==> src/hw/rtl/asit_pkg.sv <==
// Shared control flag type for the segment intersection pipeline.
package asit_pkg;

	typedef struct packed {
		logic early;      // result known at decode, no crossing needed
		logic early_hit;
		logic invalid;
		logic ok;         // crossing is taken: the other segment is perpendicular or its span holds the level
		logic u_is_x;     // crossing coordinate is x (else y)
		logic neg;        // crossing offset is negative
	} asit_flags_t;

endpackage

==> src/hw/rtl/asit_div_cell.sv <==
// One restoring division cell: resolves one quotient bit and shifts the rest along.
module asit_div_cell #(
	parameter int N  = 16,
	parameter int SW = 160
) (
	input  logic                  clk,
	input  logic                  arst_n,
	input  logic                  in_valid,
	input  logic [N-1:0]          in_rem,
	input  logic [N-1:0]          in_lo,
	input  logic [N-1:0]          in_quo,
	input  logic [N-1:0]          in_den,
	input  asit_pkg::asit_flags_t in_flags,
	input  logic [SW-1:0]         in_side,
	output logic                  out_valid,
	output logic [N-1:0]          out_rem,
	output logic [N-1:0]          out_lo,
	output logic [N-1:0]          out_quo,
	output logic [N-1:0]          out_den,
	output asit_pkg::asit_flags_t out_flags,
	output logic [SW-1:0]         out_side
);

	logic [N:0] trial;
	logic [N:0] diff;
	logic       qbit;

	always_comb begin
		trial = {in_rem, in_lo[N-1]};
		diff  = trial - {1'b0, in_den};
		qbit  = (trial >= {1'b0, in_den});
	end

	always_ff @(posedge clk or negedge arst_n) begin
		if (!arst_n) begin
			out_valid <= 1'b0;
		end else begin
			out_valid <= in_valid;
		end
	end

	// Payload: no reset.
	always_ff @(posedge clk) begin
		out_rem   <= qbit ? diff[N-1:0] : trial[N-1:0];
		out_lo    <= {in_lo[N-2:0], 1'b0};
		out_quo   <= {in_quo[N-2:0], qbit};
		out_den   <= in_den;
		out_flags <= in_flags;
		out_side  <= in_side;
	end

endmodule

==> config.mk <==
export PLATFORM = sky130hd
export DESIGN_NAME = asit_div_cell
export DESIGN_NICKNAME = d
export VERILOG_FILES = /design/src/hw/rtl/asit_pkg.sv /design/src/hw/rtl/asit_div_cell.sv
export SDC_FILE = /design/constraint.sdc
export NUM_CORES = 1
export LEC_CHECK = 0
export BUFFER_PORTS_ARGS = -buffer_cell sky130_fd_sc_hd__buf_2
export CAP_MARGIN = 20
export CORE_AREA = 2 2 180 182
export CTS_BUF_LIST = sky130_fd_sc_hd__clkbuf_4 sky130_fd_sc_hd__clkbuf_8
export CTS_CLUSTER_DIAMETER = 80
export DETAILED_ROUTE_END_ITERATION = 10
export DIE_AREA = 0 0 182 184
export GPL_TIMING_DRIVEN = 1
export PLACE_DENSITY_LB_ADDON = 0.25
export SETUP_SLACK_MARGIN = 0.5
export SYNTH_ARGS = -nofsm -noshare
export SYNTH_HDL_FRONTEND = slang
export SYNTH_SLANG_ARGS = --single-unit
==> constraint.sdc <==
create_clock -name clk -period 1 [get_ports clk]
set_input_delay 0.1 -clock clk [delete_from_list [all_inputs] [get_ports clk]]
set_output_delay 0.1 -clock clk [all_outputs]
set_load 0.05 [all_outputs]
**Word-level counts from Yosys, hierarchy flattened**

Index checks and enable logic that the tools add are counted.
Widths: inputs -> output; s select.

- Bits in registers: 230
- Latch bits: 0
- Memory bits (writable): 0
- Bits in read-only memories: 0
- Bits of input ports: 233
- Output and inout port bits: 231
- Word-level logic and storage cells: 15
- Memories: 0

- Add/subtract/negate cells: 1
- $mul: 0
- Divide/modulo/power cells: 0
- Order comparisons: 1
- Equal/unequal tests: 0
- Shift operators: 0
- Muxes and demuxes: 1
- Bitwise logic cells: 0
- Reductions and logical operators: 0

Operator list:

| cell | number |
|---|---|
| $ge 17x16->1 | 1 |
| $mux 16 | 1 |
| $sub 16x16->16 | 1 |

**Logic depth before layout (Yosys ltp)**

Gate-level depths: netlist of the first run.

- Depth in word-level cells: 2
- Depth in mapped cells: 10

**Worst setup path before layout of the first run**

No wires, ideal clock.

- Path type: input port to flip-flop
- Start point: input in_den[6]
- End point: register out_rem[10]
- Arrival: 2.382 ns
- Data required time: 0.879 ns
- Setup slack: -1.503 ns
- Stages: 9
- Path buffers: 1
- Path through: inv_1 > ha_1 > a211oi_2 > o211ai_2 > a221oi_4 > a211oi_2 > a2111oi_4 > buf_6 > mux2_4

- Word-level cells in the longest chain between the ends: 2
- Elaborated cells on any way between the ends: 3
- Those cells by class: add/sub (1); order compare (1); mux (1)

Ends and longest elaborated chain:

| element | RTL line | text |
|---|---|---|
| from (decl) | asit_div_cell.sv:12 | `input logic [N-1:0] in_den,` |
| $sub 16x16->16 or $ge 17x16->1 (tied branches) | asit_div_cell.sv:30, asit_div_cell.sv:31 |  |
| $mux 16 (*) | asit_div_cell.sv:44 | `out_rem <= qbit ? diff[N-1:0] : trial[N-1:0];` |
| to (signal assigned) | asit_div_cell.sv:44 |  |
| to (decl) | asit_div_cell.sv:16 | `output logic [N-1:0] out_rem,` |

Mark *: on every way between the ends. The rest lies on a longest branch, timed or not.

**Final worst setup path of the first run**

- Start point: input in_rem[5]
- End point: register out_rem[10]

- Word-level cells in the longest chain between the ends: 2
- Elaborated cells on any way between the ends: 3
- Those cells by class: add/sub (1); order compare (1); mux (1)

Ends and longest elaborated chain:

| element | RTL line | text |
|---|---|---|
| from (decl) | asit_div_cell.sv:9 | `input logic [N-1:0] in_rem,` |
| $sub 16x16->16 or $ge 17x16->1 (tied branches) | asit_div_cell.sv:30, asit_div_cell.sv:31 |  |
| $mux 16 (*) | asit_div_cell.sv:44 |  |

Marked as above.

==> results.cfg, run 1 <==
[die]
core_area_um2 = 31390
ios = 464
dieArea_um2 = 33490
row_count = 65
die_x_um = 182
start_util = 0.1864
fp.dieH_um = 184

[place]
place_inst = 1297
dp_hpwl_um = 17350
io_buffers = 461
place.gp.congestion = 0.7520
place_area_um2 = 9950

[worst_setup_path]
cp_max_fo = 8
timing.critical_path.from = in_rem[5]
endpoint_kind = flip-flop
worstSetupStartpointType = input pin
worstPathArrival_ns = 2.10
required_ns = 1.43
worstSetupEndpoint = out_rem[10]
crit_type = in2reg

[pwr]
internal-power_mw = 18.05
worst_ir_drop_vdd_mv = 1.256
seqPwrFrac = 0.387
p_sw_mw = 7.735
pwr-share-comb = 0.252
power_density_nw_per_um2 = 1654
p_total_mw = 25.78
p_leak_nw = 6.917
clockPowerShare = 0.360
sw_frac_of_total = 0.3000

[cells_and_area]
num-fill-cells = 2603
final_cells = 1594
layout.nets = 1407
stdcell_area_um2 = 15580
layout_common_cells = buf_2 (228), dfxtp_4 (223), dlygate4sd3_1 (214)
final_common_cell = buf_2
drive_gt1_frac = 0.7231
area_growth_pct = 166.4

[sta]
setup_violations = 247
hold_viol = 17
fmax_mhz = 596.6
min_period_ns = 1.676
drv_slew = 0
fin_hold_ws_ns = -0.3284
finalWorstSetupSlack_ns = -0.6762
rsz0062_at_grt = true
min_period_over_period = 1.676

[detailed_routing]
viasPerCell = 3.736
firstDrtPassIters = 4
wl_per_cell_um = 16.84
num_vias = 5955
drt_wl_total_um = 26840
route.antenna.remaining_nets = 0
drtIter0Drc = 92
drc = 0

[global_route]
grt_pass1_vias = 6647
grt_pass1_wl_um = 38690
grt_usage = 0.1521
antenna_found_initial = 5
grt_max_degree = 17
grt-ovfl-total = 0

[worst_hold_path]
hold_depth = 1
min_path_type = in2reg

[clock_network]
cts_htree_levels = 2
numClockSinks = 230
cts_tree = built
cts_made_buffers = 41
clockBufferDepth = 3
clk_pin_slew_worst_paths_ns = 0.05
cts_root_buf = clkbuf_8

[synth]
synth-edff-count = 0
synthFlopType = dfxtp_1
synth-seq-cells = 230
synth_cell_type_count = 51
syn_area_um2 = 5851
avgSynthCellArea_um2 = 15.04
synth_fp_nets = 639
ys_seq_area_frac = 0.7879
async_reset_ff_frac = 0.004348
syn_inst = 389
ys_warn_count = 0

[outcome]
status = finished with violations
violations = hold timing, setup timing

[flow_run]
maxCapViolations = 0
## cell families after synthesis
group,count (synthesis),synth area share
flops,230,0.7879
xor+xnor,8,0.01197
buf+inv,29,0.02096
compound gates,52,0.07164
fa+ha+maj,17,0.03764
other cells,1,0.0006410
simple gates,34,0.03165
mux,18,0.03764
## metrics by stage
step	hold slack, ns	setup slack (ns)	TNS (ns)	util
floorplan	-0.1956	-1.204	-18.66	-
global placement	-0.1249	-1.261	-20.67	0.3169
detailed placement	-0.1237	-1.297	-21.31	0.3169
CTS	-0.3755	-0.6477	-54.17	0.4894
global route	-0.3624	-0.7150	-55.69	0.4965
finish	-0.3284	-0.6762	-42.65	0.4965
## registers in the layout (all words and copies together) (netlist names)
name / flops
out_lo: 15
out_quo: 16
out_flags: 6
out_side: 160
out_rem: 16
out_valid: 1
out_den: 16
## metal layers
metal  track usage  vias to the layer above  routed length, µm
li1              -                     2850                  -
met1        0.1510                     2762               9167
met2        0.2876                      273              14730
met3       0.04695                       68               1898
met4       0.07323                        2               1027
met5             0                        -                 13
## how the worst min path moves through the flow
stage	start	endpoint	slack, ns
CTS	in_den[0]	out_den[0]	-0.38
global route	in_den[0]	out_den[0]	-0.36
finish	in_den[0]	out_den[0]	-0.33
floorplan	arst_n	out_valid	-0.20
global placement	arst_n	out_valid	-0.12
detailed placement	arst_n	out_valid	-0.12
## critical path, stage by stage
cell and delay (ns):
buf_6 0.10, ha_4 0.25, a211oi_4 0.27, o211ai_2 0.13
a221oi_4 0.26, a211oi_2 0.13, a2111oi_4 0.19, buf_4 0.20
clkbuf_16 0.17, mux2_4 0.29
## repair_timing
action	CTS	global route
gates cloned	0	1
setup endpoints to repair	247	247
hold buffers	212	2
gates resized for setup	722	27
buffers inserted	0	4
pin swaps	1	8
hold endpoints to repair	231	19
## synthesized netlist by cell type (2+ instances only)
library cell / number / area [µm²]
clkbuf_1: 2 / 7.510
nor2_1: 7 / 26.28
o21a_1: 6 / 45.04
o31ai_1: 3 / 22.52
o21ai_0: 10 / 50.05
nor2b_1: 4 / 25.02
a211o_1: 2 / 17.52
mux2i_1: 4 / 40.04
a211oi_2: 2 / 25.02
mux2_4: 6 / 90.09
buf_2: 2 / 10.01
mux2_2: 8 / 90.09
a211oi_1: 3 / 22.52
xnor2_1: 4 / 35.03
o31a_1: 2 / 17.52
a21oi_1: 8 / 40.04
dfxtp_1: 229 / 4584
nor3_1: 5 / 25.02
ha_1: 16 / 200.2
o211ai_1: 2 / 15.01
xor2_1: 4 / 35.03
a21o_1: 2 / 15.01
inv_1: 23 / 86.33
nand4_1: 2 / 12.51
nand2_1: 6 / 22.52
and3_1: 2 / 12.51
## power groups by stage
stage	combinational (mW)	sequential, mW	clock [mW]
2_1_floorplan	0.769	12.1	0
3_3_place_gp	4.41	9.88	0
4_1_cts	6.34	9.98	9.66
5_1_grt	6.77	10.0	10.1
3_5_place_dp	4.41	9.88	0
6_report	6.50	9.99	9.29
## area by class of cell
cell class | count | area [µm²] | area share
clock buffers | 50 | 631.9 | 0.04054
well taps | 402 | 503.0 | 0.03227
inverters | 23 | 103.9 | 0.006664
flip-flops and latches | 230 | 5455 | 0.3500
multi-input cells | 130 | 1323 | 0.08486
clock inverters | 24 | 230.2 | 0.01477
diodes | 4 | 10.01 | 0.0006423
repair buffers | 731 | 7328 | 0.4702
Power figures use the tool's default switching activity.
==> run 2, diff against run 1 <==
--- a/config.mk
+++ b/config.mk
@@ -14,7 +14,7 @@
 export DIE_AREA = 0 0 182 184
 export GPL_TIMING_DRIVEN = 1
 export PLACE_DENSITY_LB_ADDON = 0.25
-export SETUP_SLACK_MARGIN = 0.5
+export SETUP_SLACK_MARGIN = 0.3
 export SYNTH_ARGS = -nofsm -noshare
 export SYNTH_HDL_FRONTEND = slang
 export SYNTH_SLANG_ARGS = --single-unit
==> results.cfg, run 2 (same netlist as run 1, synthesis figures left out) <==
[outcome]
status = finished with violations
violations = hold timing, setup timing

[cells_and_area]
layout_common_cells = dlygate4sd3_1 (230), dfxtp_2 (227), buf_2 (225)
multiInputGateArea_um2 = 1336
final_common_cell = dlygate4sd3_1
ff_latch_area_um2 = 4901
num-fill-cells = 2685
largest_reg_flops = 160
drive_gt1_frac = 0.7243
post-route-util = 0.4805
layout.nets = 1421
area_growth_pct = 157.8
regMostFlops = out_side

[worst_setup_path]
timing.critical_path.from = in_lo[15]
critPathMaxStageDelay_ns = 0.32
crit_slowest_cell = mux2_4
worstPathArrival_ns = 2.03
required_ns = 1.40
cp_max_fo = 7
cp_cell_sequence = buf_2 -> inv_1 -> ha_2 -> nor2b_4 -> o31a_1 -> o31ai_2 -> a211oi_2 -> a2111oi_4 -> buf_6 -> mux2_4
endpoint_kind = flip-flop
worstSetupStartpointType = input pin
crit_type = in2reg

[sta]
fmax_mhz = 613.1
setup_violations = 247
fin_hold_ws_ns = -0.2938
drv_slew = 0
finalWorstSetupSlack_ns = -0.6312
rsz0062_at_grt = true
min_period_ns = 1.631
hold_viol = 2
min_period_over_period = 1.631
fin_tns_setup_ns = -35.04

[pwr]
p_leak_nw = 6.878
worst_ir_drop_vdd_mv = 1.098
power_density_nw_per_um2 = 1789
p_total_mw = 26.99

[clock_network]
numClockSinks = 230
clockBufferDepth = 3
cts_tree = built
cts_htree_levels = 2
cts_root_buf = clkbuf_8
cts_made_buffers = 43
clk_pin_slew_worst_paths_ns = 0.06

[global_route]
antenna_found_initial = 6
grt_pass1_vias = 6687
grt-ovfl-total = 0
grt_usage = 0.1520
grt_pass1_wl_um = 38700
grt_max_degree = 12

[detailed_routing]
drc = 0
route.antenna.remaining_nets = 0
viasPerCell = 3.769
wl_per_cell_um = 16.96
drtIter0Drc = 114
drt_wl_total_um = 27300
num_vias = 6068
firstDrtPassIters = 4

[die]
ios = 464
die_x_um = 182
start_util = 0.1864
dieArea_um2 = 33490
core_area_um2 = 31390
row_count = 65
fp.dieH_um = 184

[worst_hold_path]
hold_depth = 1
min-delay-start = in_den[0]
min_path_type = in2reg
whs_endpoint = out_den[0]

[place]
place.gp.congestion = 0.7435
dp_hpwl_um = 17360
dpl_worst_slack_ns = -1.272
io_buffers = 461

[flow_run]
maxCapViolations = 0
==> run 2: cell count changes in the layout (fill, tap and decap cells not counted), moves of 3 or more <==
cell / previous run / this run
dfxtp_2: 6 / 227
dlygate4sd3_1: 214 / 230
buf_12: 21 / 5
clkbuf_8: 41 / 51
clkinv_1: 12 / 0
dfxtp_4: 223 / 2
mux2_2: 4 / 1
mux2_4: 10 / 13
buf_8: 209 / 193
buf_6: 7 / 40
clkinv_2: 4 / 9
buf_2: 228 / 225
==> run 2: worst max path at each step <==
stage | to | slack, ns
after global placement | out_rem[12] | -1.24
after global routing | out_rem[3] | -0.71
after floorplan | out_rem[10] | -1.20
final | out_rem[3] | -0.63
after detailed placement | out_rem[15] | -1.27
after CTS | out_rem[3] | -0.59
==> run 2: layer usage <==
metal | up-vias | track usage | wire length (µm)
met4 | 0 | 0.06613 | 1042
li1 | 2885 | - | -
met1 | 2830 | 0.1574 | 9415
met2 | 286 | 0.2762 | 14580
met3 | 67 | 0.05527 | 2266
met5 | - | 0 | 0
==> run 2: per-stage QoR <==
stage	cells	area, µm²
after floorplan	389	5958
after global placement	1294	9076
after detailed placement	1294	9076
after CTS	1601	14800
after global routing	1610	15080
final	1610	15080
==> run 2: cell type report <==
class,instances,area share
Antenna cell,4,0.0006636
Clock buffer,59,0.05052
Clock inverter,19,0.01427
Inverter,23,0.006885
Multi-Input combinational cell,130,0.08859
Sequential cell,230,0.3249
Tap cell,402,0.03335
Timing Repair Buffer,743,0.4808
==> run 2: worst max-delay path: cells and delay by family <==
kind            cells  cell delay [ns]
buf+inv             3             0.38
mux                 1             0.32
compound gates      4             0.95
simple gates        1             0.05
fa+ha+maj           1             0.23
==> run 2: what timing repair did <==
action,CTS,global route
cloned,0,0
buffers inserted,1,3
hold buffers,228,2
endpoints found under the setup margin,247,247
gates resized for setup,876,60
endpoints found under the hold margin,230,3
pin swaps,1,8
==> run 2: power by group <==
part           switching [mW]  internal (mW)
combinational            3.32           3.16
sequential              0.406           9.90
clock                    4.18           6.04
